$ cat src/sv/andres_circle_point_generator_top_assert.svh
// assertion macros for the circle point generator
`ifndef ANDRES_CIRCLE_POINT_GENERATOR_TOP_ASSERT_SVH
`define ANDRES_CIRCLE_POINT_GENERATOR_TOP_ASSERT_SVH
`ifndef SYNTHESIS
`define ACPG_ASSERT_SAME(lbl, clk, rst_n, ante, cons, msg) \
    lbl: assert property (@(posedge clk) disable iff (!rst_n) (ante) |-> (cons)) else $error(msg);
`define ACPG_ASSERT_NEXT(lbl, clk, rst_n, ante, cons, msg) \
    lbl: assert property (@(posedge clk) disable iff (!rst_n) (ante) |=> (cons)) else $error(msg);
`else
`define ACPG_ASSERT_SAME(lbl, clk, rst_n, ante, cons, msg)
`define ACPG_ASSERT_NEXT(lbl, clk, rst_n, ante, cons, msg)
`endif
`endif

$ cat src/sv/acpg_pkg.sv
// shared types and constants of the circle point generator
package acpg_pkg;

    localparam int RADIUS_BITS_DEF = 10;
    localparam int QUEUE_DEPTH = 2;

    localparam logic [11:0] LAST_COLUMN_RESET = 12'd479;
    localparam logic [11:0] LAST_ROW_RESET    = 12'd271;

    localparam logic [2:0] IDX_LAST_POINT = 3'd7;

    typedef enum logic [0:0] {
        CFG_LAST_COLUMN = 1'b0,
        CFG_LAST_ROW    = 1'b1
    } t_cfg_idx;

    // queue status seen by both sides
    typedef struct packed {
        logic vld;
        logic full;
    } t_q_stat;

endpackage

$ cat src/sv/acpg_front.sv
// front end: takes words, runs the andres decision step, queues iteration records
module acpg_front #(
    parameter int RADIUS_BITS = acpg_pkg::RADIUS_BITS_DEF,
    localparam int DW = RADIUS_BITS + 4,
    localparam int RW = 41 + 2 * RADIUS_BITS
) (
    input  logic                i_clk,
    input  logic                i_rst_n,
    input  logic                i_in_valid,
    output logic                o_in_stall,
    input  logic                i_start_req,
    input  logic                i_fill_mode,
    input  logic signed [11:0]  i_center_x,
    input  logic signed [11:0]  i_center_y,
    input  logic [9:0]          i_circle_radius,
    input  logic [15:0]         i_pixel_color,
    input  acpg_pkg::t_q_stat   i_q_stat,
    output logic                o_push,
    output logic [RW-1:0]       o_rec
);

    localparam logic signed [DW-1:0] S_ONE = 1;

    logic                   r_active, n_active;
    logic                   r_fill, n_fill;
    logic signed [DW-1:0]   r_dec, n_dec;
    logic signed [DW-1:0]   r_ox, n_ox;
    logic signed [DW-1:0]   r_oy, n_oy;
    logic [RADIUS_BITS-1:0] r_rad, n_rad;
    logic signed [11:0]     r_cx, n_cx;
    logic signed [11:0]     r_cy, n_cy;
    logic [15:0]            r_col, n_col;

    logic                   acc;
    logic [RADIUS_BITS-1:0] in_rad;
    logic [RADIUS_BITS-1:0] rad_m1;
    logic signed [DW-1:0]   in_rad_s;
    logic signed [DW-1:0]   rad_s;
    logic signed [DW-1:0]   rad_m1_s;
    logic signed [DW-1:0]   two_x;
    logic                   go_col;
    logic                   go_row;
    logic signed [DW-1:0]   st_dec;
    logic signed [DW-1:0]   st_ox;
    logic signed [DW-1:0]   st_oy;
    logic                   fin;
    logic                   refill;

    assign acc        = i_in_valid && !i_q_stat.full;
    assign o_in_stall = i_q_stat.full;

    assign in_rad   = RADIUS_BITS'(i_circle_radius);
    assign rad_m1   = r_rad - 1'b1;
    assign in_rad_s = $signed({{(DW - RADIUS_BITS){1'b0}}, in_rad});
    assign rad_s    = $signed({{(DW - RADIUS_BITS){1'b0}}, r_rad});
    assign rad_m1_s = $signed({{(DW - RADIUS_BITS){1'b0}}, rad_m1});

    // andres decision step
    assign two_x  = r_ox <<< 1;
    assign go_col = r_dec >= two_x;
    assign go_row = r_dec < ((rad_s - r_oy) <<< 1);

    always_comb begin
        priority if (go_col) begin
            st_dec = r_dec - two_x - S_ONE;
            st_ox  = r_ox + S_ONE;
            st_oy  = r_oy;
        end else if (go_row) begin
            st_dec = r_dec + (r_oy <<< 1) - S_ONE;
            st_ox  = r_ox;
            st_oy  = r_oy - S_ONE;
        end else begin
            st_dec = r_dec + ((r_oy - r_ox - S_ONE) <<< 1);
            st_ox  = r_ox + S_ONE;
            st_oy  = r_oy - S_ONE;
        end
    end

    assign fin    = st_oy < st_ox;
    assign refill = r_fill && (r_rad != '0);
    assign o_push = acc && !i_start_req && r_active;

    always_comb begin
        n_active = r_active;
        n_fill   = r_fill;
        n_dec    = r_dec;
        n_ox     = r_ox;
        n_oy     = r_oy;
        n_rad    = r_rad;
        n_cx     = r_cx;
        n_cy     = r_cy;
        n_col    = r_col;
        if (acc && i_start_req) begin
            n_active = 1'b1;
            n_fill   = i_fill_mode;
            n_cx     = i_center_x;
            n_cy     = i_center_y;
            n_col    = i_pixel_color;
            n_rad    = in_rad;
            n_ox     = '0;
            n_oy     = in_rad_s;
            n_dec    = in_rad_s - S_ONE;
        end else if (o_push) begin
            n_dec = st_dec;
            n_ox  = st_ox;
            n_oy  = st_oy;
            if (fin) begin
                if (refill) begin
                    n_rad = rad_m1;
                    n_ox  = '0;
                    n_oy  = rad_m1_s;
                    n_dec = rad_m1_s - S_ONE;
                end else begin
                    n_active = 1'b0;
                end
            end
        end
    end

    // offsets are non-negative and at most the radius while a shape runs
    assign o_rec = {r_cx, r_cy, r_col, r_ox[RADIUS_BITS-1:0], r_oy[RADIUS_BITS-1:0],
                    fin && !refill};

    always_ff @(posedge i_clk) begin
        if (!i_rst_n) begin
            r_active <= 1'b0;
            r_fill   <= 1'b0;
        end else begin
            r_active <= n_active;
            r_fill   <= n_fill;
        end
    end

    always_ff @(posedge i_clk) begin
        r_dec <= n_dec;
        r_ox  <= n_ox;
        r_oy  <= n_oy;
        r_rad <= n_rad;
        r_cx  <= n_cx;
        r_cy  <= n_cy;
        r_col <= n_col;
    end

endmodule

$ cat src/sv/acpg_queue.sv
// short first-word-fall-through queue between front and back
module acpg_queue #(
    parameter int W = 8,
    parameter int DEPTH = acpg_pkg::QUEUE_DEPTH,
    localparam int AW = (DEPTH > 1) ? $clog2(DEPTH) : 1,
    localparam int CW = $clog2(DEPTH + 1)
) (
    input  logic              i_clk,
    input  logic              i_rst_n,
    input  logic              i_push,
    input  logic [W-1:0]      i_data,
    input  logic              i_pop,
    output logic [W-1:0]      o_data,
    output acpg_pkg::t_q_stat o_stat
);

    logic [W-1:0]  r_mem [DEPTH];
    logic [AW-1:0] r_wr, n_wr;
    logic [AW-1:0] r_rd, n_rd;
    logic [CW-1:0] r_cnt, n_cnt;

    assign o_stat.vld  = r_cnt != '0;
    assign o_stat.full = r_cnt == CW'(DEPTH);
    assign o_data      = r_mem[r_rd];

    always_comb begin
        n_wr  = r_wr;
        n_rd  = r_rd;
        n_cnt = r_cnt;
        if (i_push) begin
            n_wr = (r_wr == AW'(DEPTH - 1)) ? '0 : r_wr + 1'b1;
        end
        if (i_pop) begin
            n_rd = (r_rd == AW'(DEPTH - 1)) ? '0 : r_rd + 1'b1;
        end
        unique case ({i_push, i_pop})
            2'b10:   n_cnt = r_cnt + 1'b1;
            2'b01:   n_cnt = r_cnt - 1'b1;
            default: n_cnt = r_cnt;
        endcase
    end

    always_ff @(posedge i_clk) begin
        if (!i_rst_n) begin
            r_wr  <= '0;
            r_rd  <= '0;
            r_cnt <= '0;
        end else begin
            r_wr  <= n_wr;
            r_rd  <= n_rd;
            r_cnt <= n_cnt;
        end
    end

    always_ff @(posedge i_clk) begin
        if (i_push) begin
            r_mem[r_wr] <= i_data;
        end
    end

endmodule

$ cat src/sv/acpg_back.sv
// back end: expands one iteration record into eight points through an output register
`include "andres_circle_point_generator_top_assert.svh"

module acpg_back #(
    parameter int RADIUS_BITS = acpg_pkg::RADIUS_BITS_DEF,
    localparam int RW = 41 + 2 * RADIUS_BITS,
    localparam int PW = ((RADIUS_BITS > 11) ? RADIUS_BITS : 11) + 3
) (
    input  logic               i_clk,
    input  logic               i_rst_n,
    input  acpg_pkg::t_q_stat  i_q_stat,
    input  logic [RW-1:0]      i_rec,
    output logic               o_pop,
    input  logic [11:0]        i_last_col,
    input  logic [11:0]        i_last_row,
    output logic               o_out_valid,
    input  logic               i_out_stall,
    output logic signed [12:0] o_point_x,
    output logic signed [12:0] o_point_y,
    output logic [15:0]        o_point_color,
    output logic               o_on_screen,
    output logic               o_last_of_step,
    output logic               o_shape_done
);

    logic                   r_valid;
    logic [2:0]             r_idx;
    logic signed [12:0]     r_px;
    logic signed [12:0]     r_py;
    logic [15:0]            r_col;
    logic                   r_vis;
    logic                   r_last;
    logic                   r_done;

    logic signed [11:0]     rec_cx;
    logic signed [11:0]     rec_cy;
    logic [15:0]            rec_col;
    logic [RADIUS_BITS-1:0] rec_a;
    logic [RADIUS_BITS-1:0] rec_b;
    logic                   rec_done;

    logic                   slot_free;
    logic                   load;
    logic                   is_last;
    logic [RADIUS_BITS-1:0] u;
    logic [RADIUS_BITS-1:0] v;
    logic signed [PW-1:0]   cx_e;
    logic signed [PW-1:0]   cy_e;
    logic signed [PW-1:0]   u_e;
    logic signed [PW-1:0]   v_e;
    logic signed [PW-1:0]   px;
    logic signed [PW-1:0]   py;
    logic signed [PW-1:0]   lim_x;
    logic signed [PW-1:0]   lim_y;
    logic                   vis;

    assign {rec_cx, rec_cy, rec_col, rec_a, rec_b, rec_done} = i_rec;

    assign slot_free = !r_valid || !i_out_stall;
    assign load      = slot_free && i_q_stat.vld;
    assign is_last   = r_idx == acpg_pkg::IDX_LAST_POINT;
    assign o_pop     = load && is_last;

    // point order: bit 2 swaps the offsets, bit 1 negates x, bit 0 negates y
    assign u = r_idx[2] ? rec_b : rec_a;
    assign v = r_idx[2] ? rec_a : rec_b;

    assign cx_e  = $signed({{(PW - 12){rec_cx[11]}}, rec_cx});
    assign cy_e  = $signed({{(PW - 12){rec_cy[11]}}, rec_cy});
    assign u_e   = $signed({{(PW - RADIUS_BITS){1'b0}}, u});
    assign v_e   = $signed({{(PW - RADIUS_BITS){1'b0}}, v});
    assign lim_x = $signed({{(PW - 12){1'b0}}, i_last_col});
    assign lim_y = $signed({{(PW - 12){1'b0}}, i_last_row});

    assign px  = r_idx[1] ? cx_e - u_e : cx_e + u_e;
    assign py  = r_idx[0] ? cy_e - v_e : cy_e + v_e;
    assign vis = !px[PW-1] && !py[PW-1] && (px <= lim_x) && (py <= lim_y);

    always_ff @(posedge i_clk) begin
        if (!i_rst_n) begin
            r_valid <= 1'b0;
            r_idx   <= '0;
        end else begin
            if (slot_free) begin
                r_valid <= i_q_stat.vld;
            end
            if (load) begin
                r_idx <= r_idx + 1'b1;
            end
        end
    end

    always_ff @(posedge i_clk) begin
        if (load) begin
            r_px   <= px[12:0];
            r_py   <= py[12:0];
            r_col  <= rec_col;
            r_vis  <= vis;
            r_last <= is_last;
            r_done <= is_last && rec_done;
        end
    end

    assign o_out_valid    = r_valid;
    assign o_point_x      = r_px;
    assign o_point_y      = r_py;
    assign o_point_color  = r_col;
    assign o_on_screen    = r_vis;
    assign o_last_of_step = r_last;
    assign o_shape_done   = r_done;

    // a record stays at the queue head until its eighth point is loaded into the output register
    `ACPG_ASSERT_SAME(a_rec_held, i_clk, i_rst_n, r_idx != '0, i_q_stat.vld, "record lost mid-step")
    `ACPG_ASSERT_NEXT(a_pop_last, i_clk, i_rst_n, o_pop, r_valid && r_last, "pop without last point")
    `ACPG_ASSERT_SAME(a_done_last, i_clk, i_rst_n, r_valid && r_done, r_last, "done off step end")

endmodule

$ cat src/sv/andres_circle_point_generator_top.sv
// top level of the andres circle point generator
//
// input channel (i_in_valid / o_in_stall): a word with i_start_req high loads a
//   shape (center, radius, colour, fill flag) and gives no point; a word with
//   i_start_req low advances the active shape one iteration and gives eight
//   points, duplicates included. an advance word while no shape runs is dropped.
// output channel (o_out_valid / i_out_stall): one point per word, with the
//   on-screen flag against the display limits, last_of_step on the eighth
//   point and shape_done on the eighth point of the final iteration.
// config port: i_cfg_we writes i_cfg_data to the register at i_cfg_index
//   (last column, last row); write only while the block is idle.
// with the queue empty, an accepted advance word writes its record into the
//   queue, and its first point is then registered in the back-end output register.
// throughput: one point per cycle while i_out_stall is low, set by the
//   single output register of the back end; load words give no point.
// the front takes words while fewer than two iterations sit in the queue (the
//   one being expanded included), so a stalled receiver holds the current point
//   and stalls the front only once the queue is full.
// reset: shape inactive, queue and output empty, display limits 479 x 271.
module andres_circle_point_generator_top #(
    parameter int RADIUS_BITS = acpg_pkg::RADIUS_BITS_DEF
) (
    input  logic               i_clk,
    input  logic               i_rst_n,
    // config port
    input  logic               i_cfg_we,
    input  logic [0:0]         i_cfg_index,
    input  logic [11:0]        i_cfg_data,
    // input channel
    input  logic               i_in_valid,
    output logic               o_in_stall,
    input  logic               i_start_req,
    input  logic               i_fill_mode,
    input  logic signed [11:0] i_center_x,
    input  logic signed [11:0] i_center_y,
    input  logic [9:0]         i_circle_radius,
    input  logic [15:0]        i_pixel_color,
    // output channel
    output logic               o_out_valid,
    input  logic               i_out_stall,
    output logic signed [12:0] o_point_x,
    output logic signed [12:0] o_point_y,
    output logic [15:0]        o_point_color,
    output logic               o_on_screen,
    output logic               o_last_of_step,
    output logic               o_shape_done
);

    // iteration record: center x/y, colour, both offsets, done flag
    localparam int RW = 41 + 2 * RADIUS_BITS;

    logic [11:0]       r_last_col;
    logic [11:0]       r_last_row;

    logic              push;
    logic              pop;
    logic [RW-1:0]     rec_in;
    logic [RW-1:0]     rec_out;
    acpg_pkg::t_q_stat q_stat;

    // display limits
    always_ff @(posedge i_clk) begin
        if (!i_rst_n) begin
            r_last_col <= acpg_pkg::LAST_COLUMN_RESET;
            r_last_row <= acpg_pkg::LAST_ROW_RESET;
        end else if (i_cfg_we) begin
            unique case (acpg_pkg::t_cfg_idx'(i_cfg_index))
                acpg_pkg::CFG_LAST_COLUMN: r_last_col <= i_cfg_data;
                acpg_pkg::CFG_LAST_ROW:    r_last_row <= i_cfg_data;
                default:                   r_last_col <= r_last_col;
            endcase
        end
    end

    // front: shape state and decision step
    acpg_front #(
        .RADIUS_BITS(RADIUS_BITS)
    ) u_front (
        .i_clk           (i_clk),
        .i_rst_n         (i_rst_n),
        .i_in_valid      (i_in_valid),
        .o_in_stall      (o_in_stall),
        .i_start_req     (i_start_req),
        .i_fill_mode     (i_fill_mode),
        .i_center_x      (i_center_x),
        .i_center_y      (i_center_y),
        .i_circle_radius (i_circle_radius),
        .i_pixel_color   (i_pixel_color),
        .i_q_stat        (q_stat),
        .o_push          (push),
        .o_rec           (rec_in)
    );

    // decoupling queue
    acpg_queue #(
        .W     (RW),
        .DEPTH (acpg_pkg::QUEUE_DEPTH)
    ) u_queue (
        .i_clk   (i_clk),
        .i_rst_n (i_rst_n),
        .i_push  (push),
        .i_data  (rec_in),
        .i_pop   (pop),
        .o_data  (rec_out),
        .o_stat  (q_stat)
    );

    // back: eight points per record
    acpg_back #(
        .RADIUS_BITS(RADIUS_BITS)
    ) u_back (
        .i_clk          (i_clk),
        .i_rst_n        (i_rst_n),
        .i_q_stat       (q_stat),
        .i_rec          (rec_out),
        .o_pop          (pop),
        .i_last_col     (r_last_col),
        .i_last_row     (r_last_row),
        .o_out_valid    (o_out_valid),
        .i_out_stall    (i_out_stall),
        .o_point_x      (o_point_x),
        .o_point_y      (o_point_y),
        .o_point_color  (o_point_color),
        .o_on_screen    (o_on_screen),
        .o_last_of_step (o_last_of_step),
        .o_shape_done   (o_shape_done)
    );

endmodule
$ cat config.mk
export PLATFORM = sky130hd
export DESIGN_NAME = andres_circle_point_generator_top
export DESIGN_NICKNAME = d
export VERILOG_FILES = /design/src/sv/acpg_pkg.sv /design/src/sv/acpg_front.sv /design/src/sv/acpg_queue.sv /design/src/sv/acpg_back.sv /design/src/sv/andres_circle_point_generator_top.sv
export VERILOG_INCLUDE_DIRS = /design/src /design/src/sv
export SDC_FILE = /design/constraint.sdc
export NUM_CORES = 1
export LEC_CHECK = 0
export ABC_AREA = 1
export BUFFER_PORTS_ARGS = -buffer_cell sky130_fd_sc_hd__clkbuf_2
export CORE_ASPECT_RATIO = 1.1
export CORE_UTILIZATION = 55
export CTS_CLUSTER_SIZE = 10
export DETAILED_ROUTE_END_ITERATION = 10
export PLACE_DENSITY = 0.76
export SLEW_MARGIN = 20
export SYNTH_ARGS = -nofsm -noshare
export SYNTH_HDL_FRONTEND = slang
export SYNTH_SLANG_ARGS = --single-unit
$ cat constraint.sdc
create_clock -name i_clk -period 6.97 [get_ports i_clk]
set_clock_uncertainty 0.1 [all_clocks]
set_input_delay 1.394 -clock i_clk [delete_from_list [all_inputs] [get_ports i_clk]]
set_output_delay 1.394 -clock i_clk [all_outputs]
set_load 0.01 [all_outputs]
==> results of run 1 <==
area by class of cell:
type,instances,share of cell area
inverter,281,0.0521
clock buffer,59,0.0503
tap,420,0.0260
sequential,294,0.410
timing repair buffer,165,0.0500
multi-input combinational,1331,0.409
clock inverter,5,0.00303
antenna,1,0.000124
power groups by stage:
stage | Sequential, uW | Combinational, uW | Clock (uW)
floorplan | 2230 | 2970 | 0
detailed placement | 2280 | 4020 | 0
finish | 2250 | 4320 | 1710
CTS | 2240 | 4060 | 1730
global route | 2250 | 4820 | 1800
global placement | 2280 | 3920 | 0
sequential cells by signal (all words and copies together) (netlist names), 13 cells and up, named ones only:
signal                count
u_back.o_point_y         13
u_front.r_dec            14
u_back.o_point_color     16
u_front.r_col            16
u_front.r_oy             14
u_front.r_ox             14
u_queue.r_mem           122
u_back.o_point_x         13
timing repair:
action	in CTS	in global routing
setup endpoints to repair	33	55
gates resized for setup	2	52
setup buffers	0	14
gates cloned	0	1
pin swaps	0	35
cell usage in the layout (no fill, tap or decap), types with 8 or more instances in the layout:
| cell type | n |
|---|---|
| dfxtp_1 | 52 |
| clkbuf_16 | 37 |
| clkbuf_2 | 116 |
| edfxtp_1 | 241 |
| nand2_2 | 9 |
| xor2_1 | 94 |
| o21ai_0 | 124 |
| nor3_1 | 8 |
| nor2_1 | 90 |
| nand3_1 | 64 |
| o22ai_1 | 8 |
| ha_1 | 153 |
| nand4_1 | 15 |
| mux2i_1 | 17 |
| o21bai_1 | 12 |
| a21oi_1 | 112 |
| or2_2 | 12 |
| nand3b_1 | 11 |
| clkbuf_1 | 21 |
| o21ai_1 | 16 |
| xnor2_1 | 37 |
| a31oi_1 | 8 |
| o211ai_1 | 14 |
| buf_4 | 43 |
| inv_1 | 269 |
| nand2_1 | 455 |
worst reg2reg max path, delay by kind of cell (launching register included):
kind	cells	cell delay (ns)
simple gates	26	2.86
fa+ha+maj	3	0.84
compound gates	8	1.21
xor+xnor	2	0.38
buf+inv	9	0.71
flops	1	0.42
final timing paths:
| kind | from | endpoint | slack, ns | depth (start not counted) |
|---|---|---|---|---|
| max | u_front.r_oy[1]$_DFFE_PP_ | u_front.r_dec[7]$_DFFE_PP_ | 0.19 | 48 |
| min | u_front.r_col[9]$_DFFE_PP_ | u_queue.r_mem[1][30]$_DFFE_PP_ | 0.34 | 0 |
| max reg2reg | u_front.r_oy[1]$_DFFE_PP_ | u_front.r_dec[7]$_DFFE_PP_ | 0.19 | 48 |
| min reg2reg | u_front.r_col[9]$_DFFE_PP_ | u_queue.r_mem[1][30]$_DFFE_PP_ | 0.34 | 0 |
per-layer routing:
metal	track usage	vias to the layer above	routed length, um
met5	0	-	0
met1	0.322	6502	18100
met2	0.501	494	23000
met3	0.0340	143	2400
li1	-	6849	-
met4	0.139	0	2330
cell families (layout without fill, tap and decap cells):
family	count (synthesis)	after routing
AOI/OAI and AO/OA	324	324
and+or+nand+nor	696	696
other	0	1
buffers and inverters	321	510
muxes	17	17
xor gates and xnor gates	132	132
adders and majority gates	162	162
DFF	294	294
per-stage QoR:
stage               power, uW  TNS [ns]  worst slack, ns
detailed placement       6300     -1.83           -0.102
finish                   8280         0            0.191
global placement         6200         0            0.202
global route             8870     -6.60           -0.226
floorplan                5200         0            0.291
CTS                      8040         0           0.0504
==> metrics.yaml, run 1 <==
final_core_util: 0.643
synth_top_family_by_area: "simple AND/OR/NAND/NOR gates"
portBuffers: 116
final_cell_area_um2: 20200
timing.fmax_mhz: 148
min_period_ns: 6.78
setup_violations: 0
clockPowerShare: 0.207
cts_hold_buf: 0
switchingPower_uw: 3560
cts-root-buf: "clkbuf_16"
p_sw_frac: 0.430
synth_commonest_cells: "461 x nand2_1, 276 x inv_1, 241 x edfxtp_1"
synthFlopType: "edfxtp_1"
synth_area_leaders: "edfxtp_1 41%, ha_1 11%, nand2_1 9.8%, dfxtp_1 6.0%, inv_1 5.9%"
hpwl_um: 34000
muxShareOfSynthArea: 0.00965
hold_viol_final: 0
hold_ws_ns: 0.342
drcViolationCount: 0
drt_wl_total_um: 45800
crit_family: "simple AND/OR/NAND/NOR gates"
gr-usage-all-layers: 0.276
fp-row-count: 68
dp.cells: 2476
cp-start-kind: "flip-flop"
critPathMaxFanout: 19
fp.dieH_um: 190
grt_pass1_wl_um: 70900
worst_pin_slew_ns: 0.971
placed_area_um2: 18900
synthAdderAreaFrac: 0.118
slew_headroom: 0.349
grt_overflow: 0
die_width_um: 173
antenna_found_initial: 1
grt_start_max_net_pins: 75
async_reset_ff_frac: 0
yosysMostFrequentCell: "nand2_1"
crit_buf_inv: 9
synth_nets: 2178
core_um2: 31500
gp_congestion: 0.983
fillCellCount: 2538
status: "finished clean"
worstHoldPathType: "reg2reg"
h-tree-depth: 2
layout.nets: 2341
seqPwrFrac: 0.272
ys_ff_latch: 294
worstSetupPathType: "reg2reg"
final_cells: 2556
fin_crit_sh: 0.973
io_pins: 117
postSynthCellCount: 1946
dieArea_um2: 32800
required_ns: 7.14
crit_top_cell: "nand2_1"
synth_edf_count: 241
syn_area_um2: 17600
finalMaxSlewViolations: 0
p_leak_uw: 0.00905
synth_compound_area_frac: 0.100
vdd.ir_drop.worst_mv: 0.267
endpoint_kind: "flip-flop"
p_comb_frac: 0.522
clock_latency_ns: 0.53
critPathArrivalTime_ns: 6.95
post_drt_wl_per_cell_um: 17.9
cts_tree: "yes"
vias_per_cell: 5.47
drive_above_1_share: 0.128
synth_xor_area_frac: 0.0656
p_int_uw: 4720
power_density_nw_per_um2: 409
seqCellArea_um2: 8300
ys_seq_area_frac: 0.471
area_growth_pct: 14.8
cts_inserted_buffers: 36
synth_top_area_frac: 0.410
multiInputGateArea_um2: 8270
synth_top_area_cell: "edfxtp_1"
vias: 14000
cts.sinks: 294
cpPeakStageDelay_ns: 0.42
maxCapViolCount: 0
grt_pass1_vias: 13800
synth-simple-area-share: 0.165
drtIter0Drc: 1035
initial_core_util: 0.560
ant_nets: 0
path_clk_slew_ns: 0.06
drtPass1Iterations: 5
syn_area_per_cell_um2: 9.06
synth_cell_types: 49
clock_path_buffers: 3
slowest_stage: "edfxtp_1"
yosys_warnings: 0
Power figures use the tool's default switching activity.
==> inputs of run 2 (changes only) <==
--- a/config.mk
+++ b/config.mk
@@ -9,11 +9,12 @@
 export ABC_AREA = 1
 export BUFFER_PORTS_ARGS = -buffer_cell sky130_fd_sc_hd__clkbuf_2
 export CORE_ASPECT_RATIO = 1.1
-export CORE_UTILIZATION = 55
+export CORE_UTILIZATION = 50
 export CTS_CLUSTER_SIZE = 10
 export DETAILED_ROUTE_END_ITERATION = 10
-export PLACE_DENSITY = 0.76
+export PLACE_DENSITY = 0.7
 export SLEW_MARGIN = 20
 export SYNTH_ARGS = -nofsm -noshare
 export SYNTH_HDL_FRONTEND = slang
 export SYNTH_SLANG_ARGS = --single-unit
+export TNS_END_PERCENT = 30
==> run 2 against run 1 <==
Via count fell by 0.74%. Clock power up 4%. Routed wire length is essentially flat. Clock-buffer cell count did not move. Register-to-register slack better by 0.13 ns. Maximum frequency increased by 1.9%. Cell count increased by 0.82%. Combinational power is 2% higher. Sequential share of layout area decreased by 0.30 points. Total power rose by 2.0%. Die area increased by 9.9%. Critical path depth fell by 3.
==> metrics.yaml, run 2 (synthesis results as in run 1) <==
met3WireLength_um: 1940  # was 2400 um
final_cell_mix: "453 x nand2_1, 272 x inv_1, 241 x edfxtp_1, 151 x ha_1, 124 x o21ai_0"  # was 455 x nand2_1, 269 x inv_1, 241 x edfxtp_1, 153 x ha_1, 124 x o21ai_0
cpPeakStageDelay_ns: 0.48  # was 0.42 ns
drt-met1-wl_um: 18400  # was 18100 um
worst_pin_slew_ns: 1.05  # was 0.971 ns
clockPowerShare: 0.210  # was 0.207
cp-endpoint: "u_front.r_rad[5]$_DFFE_PP_"  # was u_front.r_dec[7]$_DFFE_PP_
vdd.ir_drop.worst_mv: 0.302  # was 0.267 mV
setup_violations: 0  # unchanged
cts_inserted_buffers: 36  # unchanged
layout_setup_ws_ns: 0.316  # was 0.191 ns
cp.depth: 45  # was 48
vias: 13900  # was 14000
fin_crit_sh: 0.955  # was 0.973
crit_buf_inv: 8  # was 9
worstHoldPathType: "reg2reg"  # unchanged
power_density_nw_per_um2: 414  # was 409 nW/um^2
finalMaxSlewViolations: 0  # unchanged
min_period_ns: 6.65  # was 6.78 ns
h-tree-depth: 2  # unchanged
placed_area_um2: 18900  # about the same
crit_family: "simple AND/OR/NAND/NOR gates"  # unchanged
path_clk_slew_ns: 0.06  # about the same
largest_register_ffs: 122  # unchanged
p_int_uw: 4840  # was 4720 uW
ant_nets: 0  # unchanged
maxCapViolCount: 0  # unchanged
hpwl_um: 34600  # was 34000 um
post_drt_wl_per_cell_um: 17.8  # was 17.9 um
drive_above_1_share: 0.132  # was 0.128
drtPass1Iterations: 5  # unchanged
drtIter0Drc: 918  # was 1035
critPathMaxFanout: 5  # was 19
largest-register: "u_queue.r_mem"  # unchanged
r2r_start: "u_front.r_rad[2]$_DFFE_PP_"  # was u_front.r_oy[1]$_DFFE_PP_
antenna_cells: 0  # was 1
reg2reg_to: "u_front.r_rad[5]$_DFFE_PP_"  # was u_front.r_dec[7]$_DFFE_PP_
timing.fmax_mhz: 150  # was 148 MHz
cts-root-buf: "clkbuf_16"  # unchanged
initial_core_util: 0.512  # was 0.560
critPathLaunch: "u_front.r_rad[2]$_DFFE_PP_"  # was u_front.r_oy[1]$_DFFE_PP_
layout.nets: 2344  # was 2341
status: "finished clean"  # unchanged
gp_congestion: 0.963  # was 0.983
antenna_found_initial: 0  # was 1
fp.dieH_um: 199  # was 190 um
cts_tree: "yes"  # unchanged
final_cell_area_um2: 20400  # was 20200 um^2
die_width_um: 181  # was 173 um
fillCellCount: 2979  # was 2538
crit_top_cell: "inv_1"  # was nand2_1
dieArea_um2: 36000  # was 32800 um^2
endpoint_kind: "flip-flop"  # unchanged
io_pins: 117  # unchanged
clock_path_buffers: 3  # unchanged
grt_pass1_wl_um: 70600  # was 70900 um
fp-row-count: 71  # was 68
cts_hold_buf: 0  # unchanged
core_um2: 34500  # was 31500 um^2
gr-usage-all-layers: 0.251  # was 0.276
drcViolationCount: 0  # unchanged
required_ns: 7.10  # was 7.14 ns
hold_viol_final: 0  # unchanged
cp-start-kind: "flip-flop"  # unchanged
vias_per_cell: 5.39  # was 5.47
p_comb_frac: 0.524  # was 0.522
wl_met2_um: 23200  # was 23000 um
slowest_stage: "edfxtp_1"  # unchanged
p_leak_uw: 0.00909  # was 0.00905 uW
final_common_cell: "nand2_1"  # unchanged
rrSetupSlack_ns: 0.32  # was 0.19 ns
critPathArrivalTime_ns: 6.78  # was 6.95 ns
portBuffers: 116  # unchanged
clock_latency_ns: 0.52  # was 0.53 ns
switchingPower_uw: 3600  # was 3560 uW
area_growth_pct: 15.7  # was 14.8%
grt_pass1_vias: 13800  # about the same
pre_cts_ws_ns: 0.00488  # was -0.102 ns
p_sw_frac: 0.427  # was 0.430
grt_overflow: 0  # unchanged
worstSetupPathType: "reg2reg"  # unchanged
cts.sinks: 294  # unchanged
rr_worst_depth: 45  # was 48
grt_start_max_net_pins: 46  # was 75
slew_headroom: 0.299  # was 0.349
seqPwrFrac: 0.266  # was 0.272
highest_layer: "met4"  # unchanged
drt_wl_total_um: 45800  # about the same
-- run 2: cell types whose count changed in the layout (fill, tap and decap cells not counted), sizes merged --
cell / delta
clkbuf: +1
clkinv: -2
inv: +1
diode: -1
bufinv: +2
nand2: +1
buf: +1
-- run 2: final cells by class --
cell class | instances | area [um^2] | share of cell area
well taps | 438 | 548 | 0.0269
inverters | 281 | 1060 | 0.0518
multi-input cells | 1332 | 8350 | 0.410
flip-flops and latches | 294 | 8300 | 0.407
clock buffers | 59 | 1010 | 0.0494
clock inverters | 6 | 115 | 0.00564
repair buffers | 167 | 1010 | 0.0496
-- run 2: layer usage --
| layer | vias to the layer above | global-route usage |
|---|---|---|
| met5 | - | 0 |
| met4 | 0 | 0.113 |
| met3 | 126 | 0.0304 |
| met2 | 378 | 0.471 |
| met1 | 6530 | 0.286 |
| li1 | 6850 | - |
-- run 2: power by group through the flow --
stage	registers [uW]	logic, uW	clock network, uW
after floorplan	2230	2970	0
after global placement	2280	3970	0
after detailed placement	2280	4050	0
after CTS	2240	4090	1800
after global routing	2260	4910	1870
final	2250	4420	1770
-- run 2: worst min-delay path by stage --
| stage | endpoint | start | slack (ns) | cells past startpoint |
|---|---|---|---|---|
| after floorplan | u_queue.r_mem[0][21]$_DFFE_PP_ | u_front.r_col[0]$_DFFE_PP_ | 0.32 | 0 |
| after detailed placement | u_queue.r_mem[0][57]$_DFFE_PP_ | u_front.r_cx[8]$_DFFE_PP_ | 0.33 | 0 |
| final | u_queue.r_mem[0][57]$_DFFE_PP_ | u_front.r_cx[8]$_DFFE_PP_ | 0.34 | 0 |
| after CTS | u_queue.r_mem[1][48]$_DFFE_PP_ | u_front.r_cy[11]$_DFFE_PP_ | 0.34 | 0 |
| after global routing | u_queue.r_mem[0][48]$_DFFE_PP_ | u_front.r_cy[11]$_DFFE_PP_ | 0.35 | 0 |
| after global placement | u_queue.r_mem[0][22]$_DFFE_PP_ | u_front.r_col[1]$_DFFE_PP_ | 0.32 | 0 |
-- run 2: repair_timing --
| item | CTS | global route |
|---|---|---|
| hold endpoints to repair | 0 | 0 |
| cloned | 0 | 3 |
| setup endpoints to repair | 9 | 55 |
| buffers inserted | 0 | 14 |
| resized for setup | 1 | 65 |
| pin swaps | 0 | 32 |
-- run 2: stage by stage --
step / setup TNS (ns) / util / cells / hold slack, ns / total power [uW]
5_1_grt: -2.70 / 0.592 / 2577 / 0.349 / 9040
2_1_floorplan: 0 / - / 1946 / 0.321 / 5200
4_1_cts: 0 / 0.580 / 2560 / 0.339 / 8140
3_5_place_dp: 0 / 0.547 / 2495 / 0.329 / 6340
6_report: 0 / 0.592 / 2577 / 0.339 / 8440
3_3_place_gp: 0 / 0.547 / 2495 / 0.322 / 6250
-- run 2: worst reg2reg max path, delay by kind of cell (launching register included) --
kind,cells,cell delay (ns)
DFF,1,0.48
AOI/OAI and AO/OA,8,1.16
xor gates and xnor gates,2,0.38
and+or+nand+nor,24,2.73
adders and majority gates,3,0.88
buffers and inverters,8,0.64
==> inputs of run 3 (changes only) <==
--- a/config.mk
+++ b/config.mk
@@ -6,13 +6,12 @@
 export SDC_FILE = /design/constraint.sdc
 export NUM_CORES = 1
 export LEC_CHECK = 0
-export ABC_AREA = 1
 export BUFFER_PORTS_ARGS = -buffer_cell sky130_fd_sc_hd__clkbuf_2
 export CORE_ASPECT_RATIO = 1.1
 export CORE_UTILIZATION = 50
 export CTS_CLUSTER_SIZE = 10
 export DETAILED_ROUTE_END_ITERATION = 10
-export PLACE_DENSITY = 0.7
+export PLACE_DENSITY = 0.71
 export SLEW_MARGIN = 20
 export SYNTH_ARGS = -nofsm -noshare
 export SYNTH_HDL_FRONTEND = slang
==> run 3 against run 2 <==
Sequential cell count did not move. Non-clock buffer count rose by 10. Area after synthesis fell by 2.6%. Clock-buffer cell count did not move. Maximum frequency barely moved. Critical endpoint is now u_front.r_dec[12]$_DFFE_PP_. Clock power fell by 3%. Worst setup slack improved by 0.0048 ns. Cell area fell by 2.7%. Core utilization barely moved. Largest cell class is now registers.
==> metrics.yaml, run 3 <==
area_growth_pct: 15.5  # was 15.7%
hpwl_um: 31400  # was 34600 um
worstHoldPathType: "reg2reg"  # unchanged
path_clk_slew_ns: 0.05  # was 0.06 ns
r2r_start: "u_front.r_oy[0]$_DFFE_PP_"  # was u_front.r_rad[2]$_DFFE_PP_
cts.sinks: 294  # unchanged
rrSetupSlack_ns: 0.32  # about the same
clock_latency_ns: 0.51  # was 0.52 ns
setup_violations: 0  # unchanged
final_common_cell: "edfxtp_1"  # was nand2_1
fin_crit_sh: 0.954  # was 0.955
cts-root-buf: "clkbuf_16"  # unchanged
cp-start-kind: "flip-flop"  # unchanged
vias: 12400  # was 13900
ys_seq_area_frac: 0.483  # was 0.471
seqCellArea_um2: 8300  # unchanged
slowest_stage: "edfxtp_1"  # unchanged
worstHoldStart: "u_front.r_col[14]$_DFFE_PP_"  # was u_front.r_cx[8]$_DFFE_PP_
required_ns: 7.12  # was 7.10 ns
cts_inserted_buffers: 37  # was 36
drcViolationCount: 0  # unchanged
syn_area_um2: 17200  # was 17600 um^2
maxCapViolCount: 0  # unchanged
io_pins: 117  # unchanged
synth_edf_count: 241  # unchanged
h-tree-depth: 2  # unchanged
reg2reg_to: "u_front.r_dec[12]$_DFFE_PP_"  # was u_front.r_rad[5]$_DFFE_PP_
synth_top_area_frac: 0.421  # was 0.410
layout.nets: 1978  # was 2344
yosysMostFrequentCell: "edfxtp_1"  # was nand2_1
final_cell_mix: "241 x edfxtp_1, 155 x ha_1, 144 x inv_1, 121 x nand2_1, 116 x clkbuf_2"  # was 453 x nand2_1, 272 x inv_1, 241 x edfxtp_1, 151 x ha_1, 124 x o21ai_0
post_drt_wl_per_cell_um: 18.9  # was 17.8 um
placed_area_um2: 18600  # was 18900 um^2
grt_busiest_layer: "met2"  # unchanged
timing.fmax_mhz: 150  # about the same
cts_hold_buf: 0  # unchanged
fillCellCount: 2743  # was 2979
fp.dieH_um: 196  # was 199 um
met2_usage: 0.420  # was 0.471
gp_congestion: 0.903  # was 0.963
p_leak_uw: 0.00790  # was 0.00909 uW
grt_pass1_vias: 12200  # was 13800
synth_top_area_cell: "edfxtp_1"  # unchanged
dieArea_um2: 35100  # was 36000 um^2
antenna_found_initial: 0  # unchanged
use_met3: 0.0336  # was 0.0304
yosys_warnings: 0  # unchanged
power_density_nw_per_um2: 248  # was 414 nW/um^2
dp.cells: 2133  # was 2495
cts_tree: "yes"  # unchanged
antenna_cells: 0  # unchanged
synth_nets: 1796  # was 2178
clock_path_buffers: 3  # unchanged
vdd.ir_drop.worst_mv: 0.154  # was 0.302 mV
ys_ff_latch: 294  # unchanged
vias_per_cell: 5.62  # was 5.39
ant_nets: 0  # unchanged
initial_core_util: 0.512  # about the same
synth_cell_types: 72  # was 49
critPathArrivalTime_ns: 6.80  # was 6.78 ns
min_period_ns: 6.65  # about the same
worst_pin_slew_ns: 1.06  # was 1.05 ns
synth_area_leaders: "edfxtp_1 42%, ha_1 11%, dfxtp_1 6.2%, xnor2_1 4.9%, inv_1 3.2%"  # was edfxtp_1 41%, ha_1 11%, nand2_1 9.8%, dfxtp_1 6.0%, inv_1 5.9%
grt_pass1_wl_um: 63900  # was 70600 um
multiInputGateArea_um2: 8270  # was 8350 um^2
min_to: "u_queue.r_mem[1][35]$_DFFE_PP_"  # was u_queue.r_mem[0][57]$_DFFE_PP_
worstSetupPathType: "reg2reg"  # unchanged
min_path_cells: 0  # unchanged
grt_overflow: 0  # unchanged
drive_above_1_share: 0.176  # was 0.132
finalMaxSlewViolations: 0  # unchanged
final_core_util: 0.592  # about the same
largest_register_ffs: 122  # unchanged
portBuffers: 116  # unchanged
grt_use_met1: 0.292  # was 0.286
largest-register: "u_queue.r_mem"  # unchanged
drtIter0Drc: 625  # was 918
gr-usage-all-layers: 0.237  # was 0.251
async_reset_ff_frac: 0  # unchanged
critPathMaxFanout: 5  # unchanged
drtPass1Iterations: 5  # unchanged
status: "finished clean"  # unchanged
grt_start_max_net_pins: 49  # was 46
syn_area_per_cell_um2: 11.0  # was 9.06 um^2
synth_commonest_cells: "241 x edfxtp_1, 155 x ha_1, 145 x inv_1"  # was 461 x nand2_1, 276 x inv_1, 241 x edfxtp_1
hold_viol_final: 0  # unchanged
final_cell_area_um2: 19900  # was 20400 um^2
synthFlopType: "edfxtp_1"  # unchanged
endpoint_kind: "flip-flop"  # unchanged
cpPeakStageDelay_ns: 0.39  # was 0.48 ns
drt_wl_total_um: 41700  # was 45800 um
die_width_um: 179  # was 181 um
core_um2: 33500  # was 34500 um^2
final_cells: 2206  # was 2577
slew_headroom: 0.285  # was 0.299
fp-row-count: 70  # was 71
postSynthCellCount: 1564  # was 1946
rr_worst_depth: 34  # was 45
==> run 3: logic make-up after synthesis <==
logic type                 count (synthesis)  synth area share
muxes                                     68            0.0500
adders and majority gates                162             0.121
DFF                                      294             0.483
AOI/OAI and AO/OA                        329             0.126
xor gates and xnor gates                 133            0.0678
buffers and inverters                    180            0.0407
and+or+nand+nor                          398             0.111
==> run 3: how the worst max path moves through the flow <==
| stage | from | to |
|---|---|---|
| after floorplan | u_front.r_rad[0]$_DFFE_PP_ | u_front.r_rad[0]$_DFFE_PP_ |
| after global placement | u_front.r_oy[0]$_DFFE_PP_ | u_front.r_rad[0]$_DFFE_PP_ |
| after detailed placement | u_front.r_oy[0]$_DFFE_PP_ | u_front.r_rad[0]$_DFFE_PP_ |
| after CTS | u_front.r_oy[0]$_DFFE_PP_ | u_front.r_rad[1]$_DFFE_PP_ |
| after global routing | u_front.r_rad[0]$_DFFE_PP_ | u_front.r_rad[9]$_DFFE_PP_ |
| final | u_front.r_oy[0]$_DFFE_PP_ | u_front.r_dec[12]$_DFFE_PP_ |
==> run 3: layout make-up <==
cell class / instances / share of cell area
clock buffer: 59 / 0.0519
clock inverter: 8 / 0.00277
inverter: 146 / 0.0276
multi-input combinational: 1090 / 0.416
sequential: 294 / 0.418
tap: 432 / 0.0272
timing repair buffer: 177 / 0.0560
==> run 3: repair_timing <==
action | 4_1_cts | 5_1_grt
setup buffers | 0 | 4
cloned | 0 | 2
endpoints found under the setup margin | 41 | 55
pin swaps | 0 | 9
resized for setup | 2 | 17
==> run 3: routing by layer <==
layer  wire [um]  share of wire
met4        1220          0.029
met5           0              0
met1       17600           0.42
met2       20800           0.50
met3        2030          0.049
==> run 3: metrics by stage <==
stage	power [uW]	worst slack, ns	TNS [ns]	hold WS (ns)
after floorplan	2880	0.0740	0	0.321
after global placement	3210	-0.0651	-0.840	0.322
after detailed placement	3240	-0.221	-5.38	0.330
after CTS	4950	0.0149	0	0.341
after global routing	5160	-0.0364	-0.504	0.345
final	4920	0.321	0	0.341
==> run 3: report_power, final <==
part | total [uW] | switching (uW) | internal (uW)
clock | 1710 | 692 | 1010
combinational | 1190 | 685 | 506
sequential | 2030 | 47.7 | 1980
total | 4920 | 1420 | 3500
==> run 3: worst max-delay path, delay by kind of cell, from the launching register on <==
kind            cells  cell delay, ns
simple gates       13            2.21
compound gates     14            2.07
xor+xnor            1            0.13
buf+inv             2            0.31
fa+ha+maj           4            1.18
flops               1            0.39
